===== src/sv/sfc_pkg.sv =====
// Shared types, sizes and helper functions of the 3D space-filling-curve key encoder.
// Used by every module of the encoder; depends on nothing else.
`default_nettype none

package sfc_pkg;

    localparam int BITS      = 10;            // quantized bits per axis
    localparam int AXES      = 3;
    localparam int CW        = 32;            // Q16.16 coordinate width
    localparam int DIFW      = CW + 1;        // difference of two coordinates
    localparam int RW        = DIFW + BITS;   // scaled numerator and partial remainder
    localparam int QW        = BITS + 1;      // quotient with the overflow bit on top
    localparam int NCELL     = BITS + 1;      // one divider cell per quotient bit
    localparam int KEY_W     = 30;
    localparam int HIL_W     = 2 * BITS;
    localparam int HIL_SPLIT = BITS / 2;      // levels below this go in the second stage
    localparam int LVL_W     = $clog2(BITS);
    localparam int IDX_W     = 3;

    typedef enum logic [IDX_W-1:0] {
        REG_MODE  = 3'd0,
        REG_MIN_X = 3'd1,
        REG_MIN_Y = 3'd2,
        REG_MIN_Z = 3'd3,
        REG_MAX_X = 3'd4,
        REG_MAX_Y = 3'd5,
        REG_MAX_Z = 3'd6
    } t_reg_idx;

    typedef logic [AXES-1:0][CW-1:0] t_vec;

    typedef struct packed {
        logic [RW-1:0] rem;
        logic [CW-1:0] den;
        logic [QW-1:0] quo;
        logic          neg;
        logic          zero;
    } t_div_lane;

    typedef t_div_lane [AXES-1:0] t_div_row;

    typedef struct packed {
        logic [BITS-1:0]  x;
        logic [BITS-1:0]  y;
        logic [BITS-1:0]  z;
        logic [HIL_W-1:0] d;
    } t_hil;

    // One level of the Hilbert-style key, working from the top bit down.
    function automatic t_hil hil_level(input t_hil st, input logic [LVL_W-1:0] lvl);
        t_hil            r;
        logic            rx;
        logic            ry;
        logic            rz;
        logic [BITS-1:0] t;
        r  = st;
        rx = st.x[lvl];
        ry = st.y[lvl];
        rz = st.z[lvl];
        // (3*rx) xor ry never carries into the next level's digit.
        r.d[{lvl, 1'b0} +: 2] = {rx, rx ^ ry};
        if (!ry) begin
            if (rx) begin
                r.x = ~r.x;
                r.y = ~r.y;
            end
            t   = r.x;
            r.x = r.y;
            r.y = t;
        end
        if (rz) begin
            r.x = ~r.x;
            r.z = ~r.z;
        end
        t   = r.x;
        r.x = r.z;
        r.z = t;
        return r;
    endfunction

    // Bit interleave with the x bit highest in each triple.
    function automatic logic [3*BITS-1:0] morton(input logic [BITS-1:0] x,
                                                 input logic [BITS-1:0] y,
                                                 input logic [BITS-1:0] z);
        logic [3*BITS-1:0] k;
        k = '0;
        for (int i = 0; i < BITS; i++) begin
            k[3*i+2] = x[i];
            k[3*i+1] = y[i];
            k[3*i]   = z[i];
        end
        return k;
    endfunction

endpackage

`default_nettype wire


===== src/sv/sfc_front.sv =====
// Front end of the encoder: offsets, box ranges and the scaled, sign-normalized numerator.
// Two pipeline stages; depends on sfc_pkg.
`default_nettype none

module sfc_front (
    input  wire logic             i_clk,
    input  wire logic             i_rst_n,
    input  wire logic             i_valid,
    output logic                  o_en,
    input  wire sfc_pkg::t_vec    i_pos,
    input  wire sfc_pkg::t_vec    i_box_lo,
    input  wire sfc_pkg::t_vec    i_box_hi,
    output logic                  o_valid,
    output sfc_pkg::t_div_row     o_row,
    input  wire logic             i_en_dn
);

    logic                                            r_a_valid;
    logic [sfc_pkg::AXES-1:0][sfc_pkg::DIFW-1:0]     r_diff;
    logic [sfc_pkg::AXES-1:0][sfc_pkg::DIFW-1:0]     r_rng;
    logic [sfc_pkg::AXES-1:0][sfc_pkg::DIFW-1:0]     n_diff;
    logic [sfc_pkg::AXES-1:0][sfc_pkg::DIFW-1:0]     n_rng;
    logic                                            r_b_valid;
    sfc_pkg::t_div_row                               r_row;
    sfc_pkg::t_div_row                               n_row;
    logic                                            w_en_b;

    assign w_en_b = !r_b_valid || i_en_dn;
    assign o_en   = !r_a_valid || w_en_b;

    always_comb begin
        for (int a = 0; a < sfc_pkg::AXES; a++) begin
            n_diff[a] = sfc_pkg::DIFW'($signed(i_pos[a]))
                      - sfc_pkg::DIFW'($signed(i_box_lo[a]));
            n_rng[a]  = sfc_pkg::DIFW'($signed(i_box_hi[a]))
                      - sfc_pkg::DIFW'($signed(i_box_lo[a]));
        end
    end

    // A negative range flips both signs so the divider only sees a positive divisor.
    always_comb begin
        logic                       rneg;
        logic [sfc_pkg::DIFW-1:0]   dmag;
        logic [sfc_pkg::RW-1:0]     shl;
        logic [sfc_pkg::RW-1:0]     ext;
        logic [sfc_pkg::RW-1:0]     num;
        for (int a = 0; a < sfc_pkg::AXES; a++) begin
            rneg = r_rng[a][sfc_pkg::DIFW-1];
            dmag = rneg ? (sfc_pkg::DIFW'(0) - r_rng[a]) : r_rng[a];
            shl  = {r_diff[a], sfc_pkg::BITS'(0)};
            ext  = sfc_pkg::RW'($signed(r_diff[a]));
            num  = rneg ? (ext - shl) : (shl - ext);
            n_row[a].neg  = num[sfc_pkg::RW-1];
            n_row[a].rem  = num[sfc_pkg::RW-1] ? '0 : num;
            n_row[a].den  = dmag[sfc_pkg::CW-1:0];
            n_row[a].quo  = '0;
            n_row[a].zero = (r_rng[a] == '0);
        end
    end

    always_ff @(posedge i_clk) begin
        if (!i_rst_n) begin
            r_a_valid <= 1'b0;
            r_b_valid <= 1'b0;
        end else begin
            if (o_en) begin
                r_a_valid <= i_valid;
            end
            if (w_en_b) begin
                r_b_valid <= r_a_valid;
            end
        end
    end

    always_ff @(posedge i_clk) begin
        if (o_en && i_valid) begin
            r_diff <= n_diff;
            r_rng  <= n_rng;
        end
        if (w_en_b && r_a_valid) begin
            r_row <= n_row;
        end
    end

    assign o_valid = r_b_valid;
    assign o_row   = r_row;

endmodule

`default_nettype wire


===== config.mk =====
export PLATFORM = sky130hd
export DESIGN_NAME = sfc_front
export DESIGN_NICKNAME = d
export VERILOG_FILES = /design/src/sv/sfc_pkg.sv /design/src/sv/sfc_front.sv
export SDC_FILE = /design/constraint.sdc
export NUM_CORES = 1
export LEC_CHECK = 0
export BUFFER_PORTS_ARGS = -buffer_cell sky130_fd_sc_hd__buf_2
export CORE_MARGIN = 8
export CORE_UTILIZATION = 40
export DETAILED_ROUTE_END_ITERATION = 10
export PLACE_DENSITY = 0.7
export SLEW_MARGIN = 20
export SYNTH_ARGS = -nofsm -noshare
export SYNTH_HDL_FRONTEND = slang
export SYNTH_SLANG_ARGS = --single-unit

===== constraint.sdc =====
create_clock -name i_clk -period 22.2 [get_ports i_clk]
set_clock_uncertainty 0.15 [all_clocks]
set_input_delay 2.22 -clock i_clk [delete_from_list [all_inputs] [get_ports i_clk]]
set_output_delay 2.22 -clock i_clk [all_outputs]
set_load 0.02 [all_outputs]

==> summary.md <==
| Metric | Value |
|---|---|
| Run status | completed |
| Class of the most critical hold timing path | reg2reg |
| WHS Path Cells | 0 |
| Routed Wire Length | 121000 microns |
| Most common flop cell mapped by yosys | sky130_fd_sc_hd__edfxtp_1 |
| Dpl cell area | 39600 sq um |
| Largest fanout on the critical path | 4 |
| TritonCTS Buffers | 50 |
| Final global-route overflow total | 0 |
| Synthesis-to-layout area growth | 14.5% |
| Area of the placeable core | 89600 sq um |
| Maximum number of pins on one net before global-route repair | 76 |
| Required @ worst endpoint | 19.83 ns |
| Sequential-to-total area share from yosys stat | 35.6% |
| Total power of the final layout | 3.39 mW |
| Post-synth cell types | 83 |
| Max-cap violation count | 0 |
| Synth async-reset ratio | 0% |
| Starting Density | 40.2% |
| Total die area | 100000 sq um |
| Shortest period the worst path allows | 5.40 ns |
| Number of cells produced by synthesis | 3957 |
| Count of yosys warnings during synthesis | 0 |
| Final layout net count | 5108 |
| Number of clock sinks | 428 |
| Setup repair after global routing missed its margin | false |
| Final standard cell area without fillers | 41300 sq um |
| Number of resized instances in the post-cts repair step | 0 |
| Arrival time of the worst setup path | 3.03 ns |
| Tot GR Track Use | 23.0% |
| Maximum ir drop on the vdd rail | 0.0000503 V |
| Netlist area before placement | 36000 sq um |
| DRT Pass-1 Iters | 6 |
| Vias/cell | 5.75 |
| Number of cell instances on the worst register-to-register path | 13 |
| First-pass GRT wire length | 182000 microns |
| Critical Path Start Type | input pin |
| Number of flip-flops and latches in the synthesized netlist | 428 |
| Setup Slack @ Placement | 16.35 ns |
| Via count of the routed design | 32400 |
| Fillers | 8606 |
| Final Worst Setup Slack | 16.80 ns |
| Fraction of layout instances using a drive strength above 1 | 14.8% |
| Largest cells by area after synthesis | sky130_fd_sc_hd__edfxtp_1 35%, sky130_fd_sc_hd__ha_1 14%, sky130_fd_sc_hd__xnor2_1 6.7% |
| Clock insertion delay at the later pin of the skew report | 0.61 ns |
| Maximum clock rate | 185 MHz |
| Number of endpoints failing setup at the final stage | 0 |
| Cell chain of the critical path | buf_2, nor2b_1, nand2_1, buf_2 |
| Cell with the largest stage delay on the worst path | sky130_fd_sc_hd__nor2b_1 |
| Final-layout setup total negative slack | 0 ns |
| Row cnt | 110 |
| Number of DRC markers after the initial detailed-route iteration | 3018 |
| Half-perimeter wire length of the detailed placement result | 99000 microns |
| Die W | 316 microns |
| Worst setup path class | in2out |
| Clock Path Buffers | 3 |
| Height of the chip | 316 microns |
| DRC | 0 |
| Final critical-path share of the clock period | 24.3% |
| Clock H-tree levels | 2 |
| Synth cell count leaders | 426 x sky130_fd_sc_hd__edfxtp_1, 418 x sky130_fd_sc_hd__a21oi_1, 390 x sky130_fd_sc_hd__ha_1 |
| Number of antenna violations at the first check in global routing | 7 |
| Post CTS Setup Buffer Count | 0 |
| Number of nets with antenna violations after detailed routing | 0 |
| Type of element capturing the critical path | output pin |
| CTS tree | built |
| Fraction of post-synthesis cell area in the top cell type by area | 35.5% |
| Static leakage | 17.9 nW |
| Final Hold Viols | 0 |
| Placer's final routability congestion estimate | 0.992 |
| Via count of the first global-routing pass | 31300 |
| Slew at the pin closest to its max-slew limit | 1.01 ns |
| Number of placed I/O pins | 558 |
| Worst slew slack as a fraction of its limit | 32.8% |
| CTS Hold Buffers Added | 0 |
| Clock root buffer | sky130_fd_sc_hd__clkbuf_16 |
| Register clock-pin slew on the reported worst setup and hold paths | 0.06 ns |
| Dominant cell by count in the synthesized netlist | sky130_fd_sc_hd__edfxtp_1 |
| Count of pins over their slew limit | 0 |
| Post-synthesis cell type with the largest combined area | sky130_fd_sc_hd__edfxtp_1 |
| Number of port buffers | 521 |
| Critical path's largest stage delay | 0.31 ns |
| Worst hold slack after final layout | 0.310 ns |
| Power density of the placed cells | 82.1 nW/um^2 |
| Syn avg cell area | 9.11 sq um |
| Number of enable-type register cells in the synthesized netlist | 426 |
| CP dominant cell by count | sky130_fd_sc_hd__buf_2 |
| Routed WL per cell | 21.5 microns |
## cell usage in the layout (no fill, tap or decap), drive strengths merged, types with 36 or more instances in the layout
master / count
inv: 300
xor2: 95
nand4: 59
a21o: 183
nand2: 239
ha: 390
nand3: 51
o211ai: 36
o31ai: 40
a21oi: 418
clkbuf: 59
conb: 36
o21bai: 63
nand2b: 50
o21ai: 269
buf: 536
a31oi: 44
edfxtp: 426
nor2: 340
nor3: 45
xnor2: 277
nor2b: 59
o21a: 42
## cells by family (layout without fill, tap and decap cells)
logic type,after synthesis,after routing,share of synthesized area [%]
compound gates,1279,1279,22.3
simple gates,999,999,13.3
buf+inv,461,926,5.18
flops,428,428,35.6
fa+ha+maj,399,399,14.0
xor+xnor,372,372,9.04
mux,18,18,0.517
other cells,1,40,0.0104
## power by group
part	internal [mW]	total [mW]	leakage (nW)	switching (mW)
logic	0.522	1.42	13.0	0.903
registers	1.05	1.14	4.10	0.0856
clock network	0.478	0.827	0.799	0.349
## worst max-delay path, delay by kind of cell
| family | cells | cell delay (ns) |
|---|---|---|
| AND/OR/NAND/NOR | 2 | 0.51 |
| buffers and inverters | 2 | 0.30 |
## registers in the layout, indices dropped and copies added (netlist names)
register / cells
r_a_valid: 1
r_diff: 99
o_valid: 1
o_row: 228
r_rng: 99
## metrics by stage
step / utilization, % / std cells
6_report: 46.1 / 5637
5_1_grt: 46.1 / 5637
4_1_cts: 46.1 / 5633
3_5_place_dp: 44.2 / 5541
3_3_place_gp: 44.2 / 5541
2_1_floorplan: - / 3992
## final timing paths
path | slack [ns] | from | endpoint
setup / recovery | 16.80 | i_en_dn | o_en
hold / removal | 0.31 | r_rng[66] | o_row[189]
setup reg to reg | 17.48 | r_diff[1] | o_row[57]
hold reg to reg | 0.31 | r_rng[66] | o_row[189]
## final cells by class
| cell class | count | area, sq um | share of cell area (%) |
|---|---|---|---|
| antenna | 4 | 10.0 | 0.0242 |
| inverter | 298 | 1120 | 2.71 |
| clock inverter | 33 | 294 | 0.712 |
| sequential | 428 | 12800 | 31.1 |
| multi-input combinational | 3103 | 21500 | 52.1 |
| tap | 1176 | 1470 | 3.56 |
| timing repair buffer | 536 | 2720 | 6.59 |
| clock buffer | 59 | 1340 | 3.24 |
## per-layer routing
metal	vias to the layer above	global-route usage (%)	routed length (microns)
li1	15300	-	-
met1	15400	30.1	51200
met2	1497	38.1	55900
met3	226	3.95	9620
met4	2	8.02	4560
met5	-	0	16
No activity file was read; power rests on OpenSTA's default activity.
