`src/sv/sfc_pkg.sv`:
```
// Shared types, sizes and helper functions of the 3D space-filling-curve key encoder.
// Used by every module of the encoder; depends on nothing else.
`default_nettype none

package sfc_pkg;

    localparam int BITS      = 10;            // quantized bits per axis
    localparam int AXES      = 3;
    localparam int CW        = 32;            // Q16.16 coordinate width
    localparam int DIFW      = CW + 1;        // difference of two coordinates
    localparam int RW        = DIFW + BITS;   // scaled numerator and partial remainder
    localparam int QW        = BITS + 1;      // quotient with the overflow bit on top
    localparam int NCELL     = BITS + 1;      // one divider cell per quotient bit
    localparam int KEY_W     = 30;
    localparam int HIL_W     = 2 * BITS;
    localparam int HIL_SPLIT = BITS / 2;      // levels below this go in the second stage
    localparam int LVL_W     = $clog2(BITS);
    localparam int IDX_W     = 3;

    typedef enum logic [IDX_W-1:0] {
        REG_MODE  = 3'd0,
        REG_MIN_X = 3'd1,
        REG_MIN_Y = 3'd2,
        REG_MIN_Z = 3'd3,
        REG_MAX_X = 3'd4,
        REG_MAX_Y = 3'd5,
        REG_MAX_Z = 3'd6
    } t_reg_idx;

    typedef logic [AXES-1:0][CW-1:0] t_vec;

    typedef struct packed {
        logic [RW-1:0] rem;
        logic [CW-1:0] den;
        logic [QW-1:0] quo;
        logic          neg;
        logic          zero;
    } t_div_lane;

    typedef t_div_lane [AXES-1:0] t_div_row;

    typedef struct packed {
        logic [BITS-1:0]  x;
        logic [BITS-1:0]  y;
        logic [BITS-1:0]  z;
        logic [HIL_W-1:0] d;
    } t_hil;

    // One level of the Hilbert-style key, working from the top bit down.
    function automatic t_hil hil_level(input t_hil st, input logic [LVL_W-1:0] lvl);
        t_hil            r;
        logic            rx;
        logic            ry;
        logic            rz;
        logic [BITS-1:0] t;
        r  = st;
        rx = st.x[lvl];
        ry = st.y[lvl];
        rz = st.z[lvl];
        // (3*rx) xor ry never carries into the next level's digit.
        r.d[{lvl, 1'b0} +: 2] = {rx, rx ^ ry};
        if (!ry) begin
            if (rx) begin
                r.x = ~r.x;
                r.y = ~r.y;
            end
            t   = r.x;
            r.x = r.y;
            r.y = t;
        end
        if (rz) begin
            r.x = ~r.x;
            r.z = ~r.z;
        end
        t   = r.x;
        r.x = r.z;
        r.z = t;
        return r;
    endfunction

    // Bit interleave with the x bit highest in each triple.
    function automatic logic [3*BITS-1:0] morton(input logic [BITS-1:0] x,
                                                 input logic [BITS-1:0] y,
                                                 input logic [BITS-1:0] z);
        logic [3*BITS-1:0] k;
        k = '0;
        for (int i = 0; i < BITS; i++) begin
            k[3*i+2] = x[i];
            k[3*i+1] = y[i];
            k[3*i]   = z[i];
        end
        return k;
    endfunction

endpackage

`default_nettype wire

```
`src/sv/sfc_cell.sv`:
```
// One cell of the restoring divider chain: one quotient bit for each of the three axes.
// Depends on sfc_pkg.
`default_nettype none

module sfc_cell (
    input  wire logic              i_clk,
    input  wire logic              i_rst_n,
    input  wire logic              i_valid,
    output logic                   o_en,
    input  wire sfc_pkg::t_div_row i_row,
    output logic                   o_valid,
    output sfc_pkg::t_div_row      o_row,
    input  wire logic              i_en_dn
);

    logic              r_valid;
    sfc_pkg::t_div_row r_row;
    sfc_pkg::t_div_row n_row;

    assign o_en = !r_valid || i_en_dn;

    // The divisor stays aligned at the top quotient bit and the remainder shifts left.
    // The first cell's bit says the quotient does not fit and the axis saturates.
    always_comb begin
        logic [sfc_pkg::RW-1:0] dsh;
        logic [sfc_pkg::RW-1:0] sub;
        logic                   ge;
        for (int a = 0; a < sfc_pkg::AXES; a++) begin
            dsh = {1'b0, i_row[a].den, sfc_pkg::BITS'(0)};
            ge  = (i_row[a].rem >= dsh);
            sub = ge ? (i_row[a].rem - dsh) : i_row[a].rem;
            n_row[a].rem  = {sub[sfc_pkg::RW-2:0], 1'b0};
            n_row[a].den  = i_row[a].den;
            n_row[a].quo  = {i_row[a].quo[sfc_pkg::QW-2:0], ge};
            n_row[a].neg  = i_row[a].neg;
            n_row[a].zero = i_row[a].zero;
        end
    end

    always_ff @(posedge i_clk) begin
        if (!i_rst_n) begin
            r_valid <= 1'b0;
        end else if (o_en) begin
            r_valid <= i_valid;
        end
    end

    always_ff @(posedge i_clk) begin
        if (o_en && i_valid) begin
            r_row <= n_row;
        end
    end

    assign o_valid = r_valid;
    assign o_row   = r_row;

endmodule

`default_nettype wire

```
`config.mk`:
```
export PLATFORM = sky130hd
export DESIGN_NAME = sfc_cell
export DESIGN_NICKNAME = d
export VERILOG_FILES = /design/src/sv/sfc_pkg.sv /design/src/sv/sfc_cell.sv
export SDC_FILE = /design/constraint.sdc
export NUM_CORES = 1
export LEC_CHECK = 0
export CAP_MARGIN = 30
export CORE_AREA = 2 2 208 210
export CTS_BUF_LIST = sky130_fd_sc_hd__clkbuf_8
export CTS_CLUSTER_SIZE = 16
export DETAILED_ROUTE_END_ITERATION = 10
export DIE_AREA = 0 0 210 212
export DONT_BUFFER_PORTS = 1
export GPL_TIMING_DRIVEN = 0
export MAX_ROUTING_LAYER = met4
export PLACE_DENSITY = 0.46
export SETUP_SLACK_MARGIN = 0.3
export SYNTH_ARGS = -nofsm -noshare
export SYNTH_HDL_FRONTEND = slang
export SYNTH_SLANG_ARGS = --single-unit
```
`constraint.sdc`:
```
create_clock -name i_clk -period 15.31 [get_ports i_clk]
set_clock_uncertainty 0.05 [all_clocks]
set_input_delay 3.062 -clock i_clk [delete_from_list [all_inputs] [get_ports i_clk]]
set_output_delay 3.062 -clock i_clk [all_outputs]
set_load 0.005 [all_outputs]
```
==> results of run 1 <==
==> cell usage after synthesis, drive strengths merged (20+ instances only) <==
master / n / area (um^2)
a21o: 55 / 413
mux2: 59 / 668
xor2: 33 / 289
ha: 96 / 1200
xnor2: 49 / 429
edfxtp: 261 / 7840
nor2: 63 / 236
nand3: 21 / 105
nand2: 95 / 357
inv: 116 / 435
a21oi: 81 / 413
nor3: 20 / 100
o21ai: 82 / 418
==> per-stage QoR <==
stage,hold slack (ns),std cells,power [mW],cell area [um^2]
5_1_grt,0.563,1897,2.05,16500
2_1_floorplan,0.487,1263,1.18,14700
4_1_cts,0.540,1897,1.98,16500
3_3_place_gp,0.517,1809,1.28,15400
6_report,0.536,1897,1.95,16500
3_5_place_dp,0.532,1813,1.26,15500
==> where the power goes <==
part	internal (mW)	switching (mW)	total (mW)
registers	0.875	0.0400	0.915
logic	0.140	0.194	0.333
clock network	0.389	0.309	0.698
total	1.40	0.543	1.95
==> cells in the final DEF (no fill, tap or decap), types with 20 or more instances in the layout <==
master / instances
a21o_1: 55
a21oi_1: 79
clkbuf_8: 47
edfxtp_1: 261
ha_1: 96
inv_1: 127
mux2_1: 52
nand2_1: 95
nand3_1: 21
nor2_1: 63
nor3_1: 20
o21ai_0: 71
xnor2_1: 49
xor2_1: 33
==> state kept, by name, summed over array words and instances (netlist names) <==
signal and count:
o_valid 1, o_row 261
==> final cells by class <==
type                            count  share of cell area, %
Timing Repair Buffer                4                  0.669
Sequential cell                   262                   47.7
Multi-Input combinational cell    853                   37.8
Clock buffer                       47                   3.93
Inverter                          116                   2.65
Clock inverter                     37                   1.98
Tap cell                          546                   4.15
Buffer                             32                   1.06
==> layer usage <==
metal	global-route usage (%)	vias to the layer above	routed length, um
met2	31.7	391	21000
met4	6.21	0	1170
met3	7.47	65	4040
met1	21.0	4709	16900
li1	-	4761	-
met5	-	-	0
==> worst max path at each step <==
stage	endpoint	slack (ns)	cells past startpoint
3_3_place_gp	o_row[8]	2.62	2
5_1_grt	o_en	8.96	1
4_1_cts	o_en	8.97	1
3_5_place_dp	o_row[256]	8.92	12
2_1_floorplan	o_row[0]	5.46	2
6_report	o_en	8.97	1
==> cells by family (layout without fill, tap and decap cells) <==
logic type	count (synthesis)	in the layout	share of synthesized area (%)
buffers and inverters	148	236	4.16
multiplexers	66	66	5.03
flip-flops	262	262	53.5
XOR/XNOR	82	82	4.89
AO/OA/AOI/OAI	319	319	14.4
other	1	3	0.0255
adder cells (fa/ha/maj)	99	99	8.59
AND/OR/NAND/NOR	284	284	9.43
==> reports/results.ini, run 1 <==
[clocking]
cts_hold_buf=0
cts_tree=yes
postCtsResizedCells=0
h-tree-depth=2
clk_latency_ns=0.61
cts.sink_count=262
cts-root-buf=clkbuf_8
clock_path_buffers=3
postCtsSetupBuffers=0
cts.reportedPaths.clkPinSlew_ns=0.06
numCtsBuffers=47

[timing]
worst_slew_margin_rel_pct=44.9
setup_slack_ns=8.97
finalSetupViolCount=0
fmax_mhz=158
drv_slew=0
hold_viol=0
period_share_pct=41.4
rsz0062_at_grt=no
period_minus_slack_ns=6.34
worstMarginPinSlew_ns=0.820
finalSetupTns_ns=0

[pwr]
power_density_nw_per_um2=118
ir_drop_uv=63.1
p_leak_nw=6.62

[setup_path]
reg2reg_depth=5
cp_slowest_stage_delay_ns=0.17
cp_max_fo=3
start_kind=input port
end_kind=output pin
reg2reg_from=o_valid
arrival_ns=3.23
worst-path-buf-inv=0
required_ns=12.20
path_cells=nand2b_1
r2r-end=o_row[146]
cp_top_family=simple AND/OR/NAND/NOR gates
critPathSlowestCell=nand2b_1
regToRegSetupSlack_ns=13.00
crit_start=i_en_dn
critical_path_class=input port to output pin

[die]
die_area_um2=44500
fp.dieW_um=210
ios=534
core_um2=42500
fp-row-count=76
initial_core_util_pct=34.5
die_h_um=212

[outcome]
status=complete, no violations

[finish]
final_core_util_pct=38.7
nFillCells=4153
seq_area_um2=7860
antenna_cells=0
multi_input_area_um2=6220
drive_above_1_share_pct=8.44
num-nets-final=1683
areaGrowthSynthToFinish_pct=12.1

[synthesis]
postSynthCellCount=1261
syn_area_per_cell_um2=11.6
ys_warn_count=0
synth-edff-count=261
synth-seq-cells=262
async_reset_ff_share_pct=0
synth_cell_type_count=75
synth_area_um2=14700
yosys_most_used_dff=edfxtp_1
ys_seq_area_share_pct=53.5

[drt]
vias_per_cell=5.23
drc=0
via_count=9926
first_pass_iters=7
dr.first_iter.drc_count=476
wirelength_um=43200
ant_nets=0
wire_per_inst_um=22.8

[worst_hold_path]
hold_end=o_valid
min_from=o_valid
hold_path.class=register to register
holdPathStages=2

[global_routing]
grt_pass1_wl_um=62000
grt_pass1_vias=10100
grt_max_degree=75
grt_overflow=0
grt_usage_pct=19.1
antenna_found_initial=1

[run]
max_cap_violations=0

[placed_design]
io_buffers=0
place_congestion=0.855
hpwl_um=34500
dp_slack_ns=8.92

(Power assumes the default switching activity.)
==> inputs of run 2 (changes only) <==
==> constraint.sdc (replaced) <==
create_clock -name i_clk -period 5.85 [get_ports i_clk]
set_clock_uncertainty 0.05 [all_clocks]
set_input_delay 1.17 -clock i_clk [delete_from_list [all_inputs] [get_ports i_clk]]
set_output_delay 1.17 -clock i_clk [all_outputs]
set_load 0.005 [all_outputs]
==> reports/results.ini, run 2 (synthesized netlist as in run 1, its figures left out) <==
[timing]
period_share_pct=65.8
worstMarginPinSlew_ns=0.757  ; was 0.820 ns
drv_slew=0  ; unchanged
worst_slew_margin_rel_pct=49.0  ; was 44.9%
period_minus_slack_ns=3.85
hold_viol=0  ; unchanged
setup_slack_ns=2.00  ; was 8.97 ns
rsz0062_at_grt=no  ; unchanged
finalSetupViolCount=0  ; unchanged
fmax_mhz=260

[clocking]
cts_hold_buf=0  ; unchanged
cts.sink_count=262  ; unchanged
numCtsBuffers=47  ; unchanged
h-tree-depth=2  ; unchanged
clk_latency_ns=0.61  ; about the same
clock_path_buffers=3  ; unchanged
postCtsResizedCells=0  ; unchanged
cts-root-buf=clkbuf_8  ; unchanged
cts.reportedPaths.clkPinSlew_ns=0.06  ; about the same
cts_tree=yes  ; unchanged
postCtsSetupBuffers=0  ; unchanged

[placed_design]
place_congestion=0.847  ; was 0.855
dpl_cell_area_um2=15500  ; unchanged
io_buffers=0  ; unchanged
dp_slack_ns=1.33  ; was 8.92 ns
hpwl_um=34400  ; was 34500 um

[pwr]
p_seq_share_pct=48.4  ; was 47.0%
clock_power_share_pct=34.0  ; was 35.9%
p_leak_nw=6.58  ; was 6.62 nW
p_int_mw=3.54  ; was 1.40 mW
ir_drop_uv=188  ; was 63.1 uV
power_frac_comb_pct=17.7  ; was 17.1%
p_sw_share_pct=28.4  ; was 27.9%
p_sw_mw=1.41  ; was 0.543 mW
power_density_nw_per_um2=302  ; was 118 nW/um^2

[drt]
via_count=10000  ; was 9926
dr.first_iter.drc_count=535  ; was 476
ant_nets=0  ; unchanged
first_pass_iters=5  ; was 7
drc=0  ; unchanged
wirelength_um=42800  ; was 43200 um
vias_per_cell=5.27  ; was 5.23
wire_per_inst_um=22.5  ; was 22.8 um

[global_routing]
grt_usage_pct=19.1  ; about the same
grt_max_degree=58  ; was 75
grt_pass1_vias=10100  ; about the same
grt_pass1_wl_um=61800  ; was 62000 um
grt_overflow=0  ; unchanged
antenna_found_initial=0  ; was 1

[outcome]
status=complete, no violations  ; unchanged

[die]
initial_core_util_pct=34.5  ; unchanged
core_um2=42500  ; unchanged
die_area_um2=44500  ; unchanged
die_h_um=212  ; unchanged
ios=534  ; unchanged
fp-row-count=76  ; unchanged
fp.dieW_um=210  ; unchanged

[finish]
layout_common_cells=edfxtp_1, inv_1, ha_1  ; unchanged
final_core_util_pct=38.6  ; was 38.7%
drive_above_1_share_pct=8.12  ; was 8.44%
largest_reg_flops=261  ; unchanged
final_common_cell=edfxtp_1  ; unchanged
areaGrowthSynthToFinish_pct=11.7  ; was 12.1%
antenna_cells=0  ; unchanged
num-nets-final=1683  ; unchanged
final_cell_area_um2=16400  ; was 16500 um^2

[setup_path]
reg2reg_depth=4  ; was 5
crit_path_end=o_row[256]  ; was o_en
r2r-end=o_row[183]  ; was o_row[146]
critical_path_class=input port to register  ; was input port to output pin
arrival_ns=4.14  ; was 3.23 ns
required_ns=6.14  ; was 12.20 ns
regToRegSetupSlack_ns=3.69  ; was 13.00 ns
start_kind=input port  ; unchanged
crit_start=i_row[231]  ; was i_en_dn
cp_max_fo=4  ; was 3
reg2reg_from=o_valid  ; unchanged
critPathSlowestCell=nor3_1  ; was nand2b_1
path_cells=inv_1, ha_1, fa_1, nor2b_1, o2111ai_1, a32oi_1, o211ai_1, o21a_1, nor3_1, a221oi_1, xor2_1, o21ai_1  ; was nand2b_1
cp_slowest_stage_delay_ns=0.63  ; was 0.17 ns
end_kind=register  ; was output pin

[run]
max_cap_violations=0  ; unchanged

[worst_hold_path]
hold_path.class=register to register  ; unchanged

## run 2: area by class of cell
class / instances / area, um^2
buffer: 32 / 175
clock buffer: 47 / 647
clock inverter: 40 / 260
fill: 4109 / 26100
inverter: 116 / 435
multi-input combinational: 853 / 6220
sequential: 262 / 7860
tap: 546 / 683
timing repair buffer: 4 / 110
## run 2: worst min-delay path by stage
stage,from,endpoint,slack [ns],cells past startpoint
after floorplan,o_valid,o_valid,0.49,2
after global placement,o_valid,o_valid,0.52,2
after detailed placement,o_valid,o_valid,0.55,2
after CTS,i_row[3],o_row[4],0.53,0
after global routing,i_row[3],o_row[4],0.55,0
final,o_valid,o_valid,0.55,2
## run 2: critical path, delay by kind of cell
kind	cells	cell delay (ns)
buffers and inverters	1	0.02
XOR/XNOR	1	0.19
adder cells (fa/ha/maj)	2	0.61
AND/OR/NAND/NOR	2	0.82
AO/OA/AOI/OAI	6	1.32
## run 2: layer usage
layer  GRT usage (%)  vias to the layer above  wire length (um)  share of wire (%)
li1                -                     4782                 -                  -
met1            21.1                     4754             16700                 39
met2            31.1                      398             20700                 48
met3            7.73                       71              4110                9.6
met4            6.87                        0              1360                3.2
met5               -                        -                 0                  0
## run 2: per-stage QoR
stage | total power, mW | hold WS, ns | cells | TNS (ns)
global route | 5.21 | 0.545 | 1900 | 0
CTS | 5.04 | 0.531 | 1900 | 0
floorplan | 3.07 | 0.486 | 1263 | 0
detailed placement | 3.31 | 0.547 | 1813 | 0
global placement | 3.32 | 0.523 | 1809 | -166.74
finish | 4.95 | 0.548 | 1900 | 0
## run 2: power by group through the flow
stage | registers [mW] | logic, mW | clock network (mW)
after floorplan | 2.40 | 0.673 | 0
after global placement | 2.46 | 0.856 | 0
after detailed placement | 2.43 | 0.873 | 0
after CTS | 2.40 | 0.881 | 1.76
after global routing | 2.41 | 0.983 | 1.82
final | 2.39 | 0.874 | 1.68
