[src/sv/sfc_pkg.sv]
// Shared types, sizes and helper functions of the 3D space-filling-curve key encoder.
// Used by every module of the encoder; depends on nothing else.
`default_nettype none

package sfc_pkg;

    localparam int BITS      = 10;            // quantized bits per axis
    localparam int AXES      = 3;
    localparam int CW        = 32;            // Q16.16 coordinate width
    localparam int DIFW      = CW + 1;        // difference of two coordinates
    localparam int RW        = DIFW + BITS;   // scaled numerator and partial remainder
    localparam int QW        = BITS + 1;      // quotient with the overflow bit on top
    localparam int NCELL     = BITS + 1;      // one divider cell per quotient bit
    localparam int KEY_W     = 30;
    localparam int HIL_W     = 2 * BITS;
    localparam int HIL_SPLIT = BITS / 2;      // levels below this go in the second stage
    localparam int LVL_W     = $clog2(BITS);
    localparam int IDX_W     = 3;

    typedef enum logic [IDX_W-1:0] {
        REG_MODE  = 3'd0,
        REG_MIN_X = 3'd1,
        REG_MIN_Y = 3'd2,
        REG_MIN_Z = 3'd3,
        REG_MAX_X = 3'd4,
        REG_MAX_Y = 3'd5,
        REG_MAX_Z = 3'd6
    } t_reg_idx;

    typedef logic [AXES-1:0][CW-1:0] t_vec;

    typedef struct packed {
        logic [RW-1:0] rem;
        logic [CW-1:0] den;
        logic [QW-1:0] quo;
        logic          neg;
        logic          zero;
    } t_div_lane;

    typedef t_div_lane [AXES-1:0] t_div_row;

    typedef struct packed {
        logic [BITS-1:0]  x;
        logic [BITS-1:0]  y;
        logic [BITS-1:0]  z;
        logic [HIL_W-1:0] d;
    } t_hil;

    // One level of the Hilbert-style key, working from the top bit down.
    function automatic t_hil hil_level(input t_hil st, input logic [LVL_W-1:0] lvl);
        t_hil            r;
        logic            rx;
        logic            ry;
        logic            rz;
        logic [BITS-1:0] t;
        r  = st;
        rx = st.x[lvl];
        ry = st.y[lvl];
        rz = st.z[lvl];
        // (3*rx) xor ry never carries into the next level's digit.
        r.d[{lvl, 1'b0} +: 2] = {rx, rx ^ ry};
        if (!ry) begin
            if (rx) begin
                r.x = ~r.x;
                r.y = ~r.y;
            end
            t   = r.x;
            r.x = r.y;
            r.y = t;
        end
        if (rz) begin
            r.x = ~r.x;
            r.z = ~r.z;
        end
        t   = r.x;
        r.x = r.z;
        r.z = t;
        return r;
    endfunction

    // Bit interleave with the x bit highest in each triple.
    function automatic logic [3*BITS-1:0] morton(input logic [BITS-1:0] x,
                                                 input logic [BITS-1:0] y,
                                                 input logic [BITS-1:0] z);
        logic [3*BITS-1:0] k;
        k = '0;
        for (int i = 0; i < BITS; i++) begin
            k[3*i+2] = x[i];
            k[3*i+1] = y[i];
            k[3*i]   = z[i];
        end
        return k;
    endfunction

endpackage

`default_nettype wire

[src/sv/sfc_curve.sv]
// Back end of the encoder: saturation, the Hilbert-style levels over two stages,
// the Morton interleave and the output register. Depends on sfc_pkg.
`default_nettype none

module sfc_curve (
    input  wire logic              i_clk,
    input  wire logic              i_rst_n,
    input  wire logic              i_valid,
    output logic                   o_en,
    input  wire sfc_pkg::t_div_row i_row,
    input  wire logic              i_mode,
    output logic                   o_valid,
    input  wire logic              i_stall,
    output logic [sfc_pkg::KEY_W-1:0] o_curve_key,
    output logic                   o_range_flag
);

    logic                                          r_c_valid;
    sfc_pkg::t_hil                                 r_c_hil;
    sfc_pkg::t_hil                                 n_c_hil;
    logic [sfc_pkg::AXES-1:0][sfc_pkg::BITS-1:0]   r_c_q;
    logic [sfc_pkg::AXES-1:0][sfc_pkg::BITS-1:0]   n_c_q;
    logic                                          r_c_flag;
    logic                                          n_c_flag;
    logic                                          r_o_valid;
    logic [sfc_pkg::KEY_W-1:0]                     r_key;
    logic [sfc_pkg::KEY_W-1:0]                     n_key;
    logic                                          r_flag;
    logic                                          w_en_o;

    assign w_en_o = !r_o_valid || !i_stall;
    assign o_en   = !r_c_valid || w_en_o;

    // Below the box or a zero range gives 0; a quotient past the top gives all ones.
    always_comb begin
        logic bad;
        sfc_pkg::t_hil st;
        n_c_flag = 1'b0;
        for (int a = 0; a < sfc_pkg::AXES; a++) begin
            bad = i_row[a].neg || i_row[a].zero;
            if (bad) begin
                n_c_q[a] = '0;
            end else if (i_row[a].quo[sfc_pkg::BITS]) begin
                n_c_q[a] = '1;
            end else begin
                n_c_q[a] = i_row[a].quo[sfc_pkg::BITS-1:0];
            end
            n_c_flag = n_c_flag || bad || i_row[a].quo[sfc_pkg::BITS];
        end
        st.x = n_c_q[0];
        st.y = n_c_q[1];
        st.z = n_c_q[2];
        st.d = '0;
        for (int l = sfc_pkg::BITS - 1; l >= sfc_pkg::HIL_SPLIT; l--) begin
            st = sfc_pkg::hil_level(st, sfc_pkg::LVL_W'(l));
        end
        n_c_hil = st;
    end

    always_comb begin
        sfc_pkg::t_hil st;
        st = r_c_hil;
        for (int l = sfc_pkg::HIL_SPLIT - 1; l >= 0; l--) begin
            st = sfc_pkg::hil_level(st, sfc_pkg::LVL_W'(l));
        end
        if (i_mode) begin
            n_key = sfc_pkg::KEY_W'(st.d);
        end else begin
            n_key = sfc_pkg::KEY_W'(sfc_pkg::morton(r_c_q[0], r_c_q[1], r_c_q[2]));
        end
    end

    always_ff @(posedge i_clk) begin
        if (!i_rst_n) begin
            r_c_valid <= 1'b0;
            r_o_valid <= 1'b0;
        end else begin
            if (o_en) begin
                r_c_valid <= i_valid;
            end
            if (w_en_o) begin
                r_o_valid <= r_c_valid;
            end
        end
    end

    always_ff @(posedge i_clk) begin
        if (o_en && i_valid) begin
            r_c_hil  <= n_c_hil;
            r_c_q    <= n_c_q;
            r_c_flag <= n_c_flag;
        end
        if (w_en_o && r_c_valid) begin
            r_key  <= n_key;
            r_flag <= r_c_flag;
        end
    end

    assign o_valid      = r_o_valid;
    assign o_curve_key  = r_key;
    assign o_range_flag = r_flag;

endmodule

`default_nettype wire

[config.mk]
export PLATFORM = sky130hd
export DESIGN_NAME = sfc_curve
export DESIGN_NICKNAME = d
export VERILOG_FILES = /design/src/sv/sfc_pkg.sv /design/src/sv/sfc_curve.sv
export SDC_FILE = /design/constraint.sdc
export NUM_CORES = 1
export LEC_CHECK = 0
export BUFFER_PORTS_ARGS = -buffer_cell sky130_fd_sc_hd__buf_2
export CORE_AREA = 3 3 119 121
export CTS_CLUSTER_DIAMETER = 150
export CTS_CLUSTER_SIZE = 12
export DETAILED_ROUTE_END_ITERATION = 8
export DIE_AREA = 0 0 122 124
export PLACE_DENSITY = 0.8
export SETUP_SLACK_MARGIN = 0.5
export SYNTH_ARGS = -nofsm -noshare
export SYNTH_HDL_FRONTEND = slang
export SYNTH_SLANG_ARGS = --single-unit
[constraint.sdc]
create_clock -name i_clk -period 3.9 [get_ports i_clk]
set_clock_uncertainty 0.15 [all_clocks]
set_input_delay 0.195 -clock i_clk [delete_from_list [all_inputs] [get_ports i_clk]]
set_output_delay 0.195 -clock i_clk [all_outputs]
set_load 0.02 [all_outputs]
==> impl_results.md, run 1 <==
- Via density: 5.633
- FF-to-FF End: o_curve_key[0]
- Die area: 15130 um^2
- Max cap viols: 0
- Final net count: 930
- Iteration-0 DRC Markers: 486
- Hold Vio Cnt, Final: 0
- Status: finished, final reports clean
- RSZ-0062 raised after global routing: false
- Post-Syn Area: 6126 um^2
- Synth cell types: 53
- Cells after Synth: 595
- # diodes: 0
- Leading cell types in the layout, fill and taps excluded: edfxtp_1, xnor2_1, buf_2
- Pwr Total: 3.581 mW
- Critical path class: in2reg
- Pin count of the biggest net entering global routing: 43
- Clock transition at path regs: 60 ps
- Flop2flop setup slack: 740 ps
- CTS tree: done
- Chip width: 122 um
- GRT Residual Overflow: 0
- Leak: 2.635 nW
- CTS buffer count: 9
- Critical path capture point: r_c_hil[20]
- Core area: 13190 um^2
- Number of fill cells: 1124
- Synthesis Warnings: 0
- CTS max path bufs: 2
- Clk_lat worst skew: 350 ps
- Rel. slew slack: 0.2583
- DR DRC count: 0
- Post-Place Cells: 824
- Worst Reg-to-Reg Cells: 11
- Setup bufs post-CTS: 0
- Critical Path Start Type: input port
- Mapped Avg Cell Area: 10.30 um^2
- Min Tclk post-route: 3303 ps
- Die Ht: 124 um
- PwrDens: 509.1 nW/um^2
- Vias in the first global route: 4578
- Critical Path RT: 3840 ps
- Antenna Nets Post-Route: 0
- Commonest non-fill, non-tap cell in the layout: edfxtp_1
- FP Rows: 42
- Layout cells sized above 1: 0.2327
- GPL Wtd Cong: 0.9363
- Final setup fails: 0
- Hpwl dp: 11650 um
- Wire length per cell: 18.96 um
- Worst reg2reg path startpoint: r_c_hil[44]
- Starting Density: 0.4644
- Post-synth EDFFs: 86
- I/O pins: 302
- CP arrival: 3240 ps
- Crit-path max FO: 21
- Sequential area share after synthesis: 0.4281
- Clk sink count: 88
- DR vias: 4743
- Routed WL: 15960 um
- HP Class: in2reg
- Actual slew at the worst max-slew pin: 1110 ps
- Highest Clock Rate: 0.3028 GHz
- Slew Viols, Final: 0
- TNS Setup: 0 ps
- CP startpoint: i_row[88]
- # port buffers: 76
- Final Instance Count excl. Fillers: 842
- Syn nets: 864
- Global-route wire length before repair: 24900 um
- Top_reg_cell synth: edfxtp_1
- Tcrit/Tclk final: 0.8468
- Root buffer cell: clkbuf_16
- Critical Path Sink Type: flip-flop
- Worst hold margin: 35.96 ps
- Initial antenna violation count: 1
- VDD IR-drop max: 372.9 uV
- Drt first pass iters: 5
- Flop and latch count out of synthesis: 88
- Syn-to-layout area delta: 14.83%
- Htree depth: 3
- Post-synth ARST share: 0
- Total GRT Usage: 0.2155
## per-layer routing
layer	wire (um)	global-route usage	vias to the layer above
li1	-	-	2236
met1	6875	0.2839	2242
met2	7362	0.3488	226
met3	1341	0.05949	37
met4	370	0.06373	2
met5	13	0	-
## critical path, cell delays in order
cell	delay [ps]
buf_2	110
or2_4	350
nor4b_2	450
or2_1	410
mux2_2	520
o21ai_0	500
mux2i_1	240
xnor2_1	180
mux2i_1	190
xnor2_1	80
## worst min-delay path by stage
stage	from	slack [ps]	cells past startpoint	endpoint
floorplan	i_rst_n	170	1	o_valid
global placement	r_c_flag	250	0	o_range_flag
detailed placement	r_c_flag	270	0	o_range_flag
CTS	i_stall	30	3	o_valid
global route	i_row[181]	70	2	r_c_q[23]
finish	i_row[180]	40	2	r_c_q[22]
## synthesized netlist by cell type, types with 3 or more instances
cell,n,area share
edfxtp_1,86,0.42
and2_1,3,0.0031
o22a_1,3,0.0043
nor4_1,4,0.0041
mux2i_1,36,0.059
nand2b_1,4,0.0041
buf_2,9,0.0074
o21ai_0,30,0.025
o22ai_1,3,0.0031
nand3_1,6,0.0049
a31oi_1,6,0.0061
nor2b_1,13,0.013
buf_1,4,0.0025
xor2_1,48,0.069
nor2_1,70,0.043
nand4_1,3,0.0031
o21a_1,13,0.016
clkbuf_1,23,0.014
nor3b_1,3,0.0037
inv_1,5,0.0031
xnor2_1,80,0.11
mux2_2,25,0.046
nand2_1,30,0.018
or3_1,3,0.0031
a211oi_1,4,0.0049
o21ai_2,4,0.0057
o211ai_1,3,0.0037
nor3_1,17,0.014
a21oi_1,20,0.016
a2bb2oi_1,6,0.0086
## registers in the layout, indices dropped and copies added, names as in the netlist
signal        cells
o_range_flag      1
r_c_flag          1
r_c_valid         1
r_c_q            30
o_curve_key      30
r_c_hil          24
o_valid           1
## cell type report
| type | instances | area (um^2) | share of cell area |
|---|---|---|---|
| Clock buffer | 10 | 229.0 | 0.03255 |
| Clock inverter | 6 | 67.56 | 0.009605 |
| Inverter | 5 | 18.77 | 0.002668 |
| Multi-Input combinational cell | 463 | 3356 | 0.4771 |
| Sequential cell | 88 | 2623 | 0.3728 |
| Tap cell | 176 | 220.2 | 0.03131 |
| Timing Repair Buffer | 94 | 520.5 | 0.07399 |
## stage by stage
stage	cell area, um^2	utilization	worst slack [ps]
3_5_place_dp	6685	0.5068	178.8
3_3_place_gp	6685	0.5068	346.6
6_report	7034	0.5333	597.4
2_1_floorplan	6126	-	599.7
5_1_grt	7034	0.5333	533.3
4_1_cts	7002	0.5308	527.2
## logic make-up (layout without fill, tap and decap cells)
family | Yosys count | after routing | synth area share
compound gates | 104 | 104 | 0.1136
xor+xnor | 131 | 131 | 0.1920
flops | 88 | 88 | 0.4281
mux | 63 | 63 | 0.1093
buf+inv | 44 | 115 | 0.03145
simple gates | 165 | 165 | 0.1256
## repair_timing
| item | in CTS | in global routing |
|---|---|---|
| hold endpoints to repair | 2 | 0 |
| hold buffers | 2 | 0 |
| resized for setup | 0 | 7 |
| setup endpoints to repair | 0 | 11 |
## where the power goes
part	total (mW)	internal (mW)	switching (mW)	leakage, nW
Sequential	1.33	1.23	0.0991	0.860
Combinational	1.38	0.639	0.739	1.64
Clock	0.871	0.500	0.371	0.139
Total	3.58	2.37	1.21	2.63
No activity file was read; power rests on OpenSTA's default activity.
==> run 2: changes to the inputs <==
CORE_AREA = 3 3 124 126   (was 3 3 119 121)
DIE_AREA = 0 0 127 129   (was 0 0 122 124)
PLACE_DENSITY = 0.77   (was 0.8)
clock period = 2.9 ns   (was 3.9 ns; I/O delays follow)
==> run 2 against run 1 <==
Clock power up 33%. Worst setup slack worse by 280 ps. Critical path depth up 1. Non-clock buffer count up 102. Hold slack worse by 22 ps. Design area up 24%. Power up 56%. Die area up 8.3%. Count of clock-buffer cells in the layout down 1. Critical path type unchanged. Largest cell class unchanged. Highest routed layer is now met4.
==> impl_results.md, run 2 (synthesis gave the netlist of run 1 again) <==
- Pwr Total: 5.571 mW
- # port buffers: 76
- Clock transition at path regs: 70 ps
- Final net count: 1034
- GPL Wtd Cong: 0.9038
- Layout cells sized above 1: 0.4390
- Min Tclk post-route: 2587 ps
- Final Instance Count excl. Fillers: 954
- HP Class: in2reg
- CTS buffer count: 9
- Wire length on met2: 9760 um
- Leading cell types in the layout, fill and taps excluded: buf_4, edfxtp_1, buf_2
- CTS tree: done
- Actual slew at the worst max-slew pin: 841.4 ps
- Worst Reg-to-Reg Cells: 10
- Clk sink count: 88
- Initial antenna violation count: 0
- HP Start: i_row[185]
- Cell mode on critical path: xnor2_1
- DR vias: 5422
- Clk_lat worst skew: 350 ps
- Routed WL: 20240 um
- Post-Place Cells: 905
- FF-to-FF End: o_curve_key[0]
- Worst stage delay on the critical path: 370 ps
- Total GRT Usage: 0.2320
- CP startpoint: i_row[88]
- CP Depth: 11
- Critical path capture point: r_c_hil[20]
- Sequential power share: 0.318
- Clock share of power: 0.208
- Core area: 14420 um^2
- Hpwl dp: 13230 um
- VDD IR-drop max: 476.8 uV
- Tcrit/Tclk final: 0.8921
- Highest Clock Rate: 0.3865 GHz
- Die Ht: 129 um
- Wire length per cell: 21.22 um
- DRT met1 WL: 7655 um
- Max Used Layer: met4
- RSZ-0062 raised after global routing: true
- Chip width: 127 um
- Fraction of power spent switching nets: 0.3577
- Slew Viols, Final: 0
- Critical path class: in2reg
- Critical Path, Cell by Cell: buf_8 -> or2_4 -> o21a_4 -> a2bb2oi_4 -> mux2_2 -> a31oi_2 -> xnor2_1 -> mux2i_1 -> xnor2_1 -> mux2i_1 -> xnor2_1
- Worst reg2reg path startpoint: r_c_hil[44]
- Commonest non-fill, non-tap cell in the layout: buf_4
- Final setup fails: 0
- # diodes: 0
- GRT Residual Overflow: 0
- Critical Path Sink Type: flip-flop
- Logic gate share of total power: 0.474
- Die area: 16380 um^2
- Max cap viols: 0
- Rel. slew slack: 0.4332
- Global-route wire length before repair: 29120 um
- Leak: 3.396 nW
- Iteration-0 DRC Markers: 428
- CP bufs+invs: 1
- Antenna Nets Post-Route: 0
- Htree depth: 3
- Crit-path max FO: 8
- Critical Path RT: 2840 ps
- Root buffer cell: clkbuf_16
- Drt first pass iters: 7
- Cell family with most CP delay: multiplexers
- Status: finished, final reports clean
- Met3 WL: 1796 um
- CP arrival: 2530 ps
- Cell-internal power: 3.578 mW
- CP max-delay cell: mux2_2
- CTS max path bufs: 2
- Hold Vio Cnt, Final: 0
- Syn-to-layout area delta: 42.20%
- PwrDens: 639.5 nW/um^2
- Pin count of the biggest net entering global routing: 32
- Worst hold margin: 14.09 ps
- Flop2flop setup slack: 340 ps
- Via density: 5.683
- Critical Path Start Type: input port
- Switch Pwr: 1.993 mW
- TNS Setup: 0 ps
- Vias in the first global route: 5398
- I/O pins: 302
- Starting Density: 0.4247
- FP Rows: 44
- DR DRC count: 0
-- run 2: cell types whose count changed in the layout (fill, tap and decap cells not counted), moves of 6 or more --
cell       previous run  this run
mux2i_2               3        10
xnor2_2               3        15
xnor2_1              79        65
o21ai_0              29        12
mux2i_1              35        23
o21ai_1               2         9
nor2_1               69        61
a2bb2oi_4             0         6
o21ai_2               3        11
buf_6                 0        19
a2bb2oi_1             6         0
a21oi_1              20        13
buf_4                16        93
-- run 2: timing repair --
item | in CTS | in global routing
hold buffers | 7 | 0
gates cloned | 2 | 1
endpoints found under the setup margin | 13 | 18
setup buffers | 10 | 13
pin swaps | 19 | 43
endpoints found under the hold margin | 6 | 0
resized for setup | 55 | 89
-- run 2: power groups by stage --
stage	Combinational, mW	Clock (mW)	Sequential, mW
floorplan	1.49	0	1.82
global placement	2.05	0	1.79
detailed placement	2.13	0	1.80
CTS	2.31	1.17	1.78
global route	2.82	1.21	1.79
finish	2.64	1.16	1.77
-- run 2: cell type report --
| cell class | count | area, um^2 |
|---|---|---|
| multi-input cells | 465 | 4100 |
| clock buffers | 9 | 225.2 |
| clock inverters | 7 | 66.31 |
| inverters | 5 | 18.77 |
| well taps | 184 | 230.2 |
| fillers | 1062 | 5713 |
| repair buffers | 196 | 1448 |
| flip-flops and latches | 88 | 2623 |
-- run 2: worst min path at each step --
stage | endpoint | slack [ps] | depth (start not counted)
detailed placement | o_valid | 230 | 2
global route | r_c_q[8] | 20 | 3
global placement | o_valid | 210 | 2
finish | r_c_q[27] | 10 | 2
CTS | r_c_q[27] | 1 | 2
floorplan | o_valid | 120 | 1
-- run 2: routing by layer --
layer,up-vias,GRT usage
met4,0,0.1319
met2,306,0.3752
met5,-,0
met1,2590,0.2815
met3,76,0.06185
li1,2450,-
-- run 2: stage by stage --
stage          area, um^2  setup WS (ps)  utilization
2_1_floorplan        6327          111.5            -
3_3_place_gp         7420         -100.4       0.5144
3_5_place_dp         7420         -142.3       0.5144
4_1_cts              8128          368.3       0.5635
5_1_grt              8711          237.4       0.6039
6_report             8711          312.9       0.6039
-- run 2: worst reg2reg max path: cells and delay by family (launching register included) --
| kind | cells | cell delay, ps |
|---|---|---|
| flops | 1 | 470 |
| simple gates | 3 | 260 |
| xor+xnor | 2 | 330 |
| compound gates | 1 | 200 |
| mux | 4 | 900 |
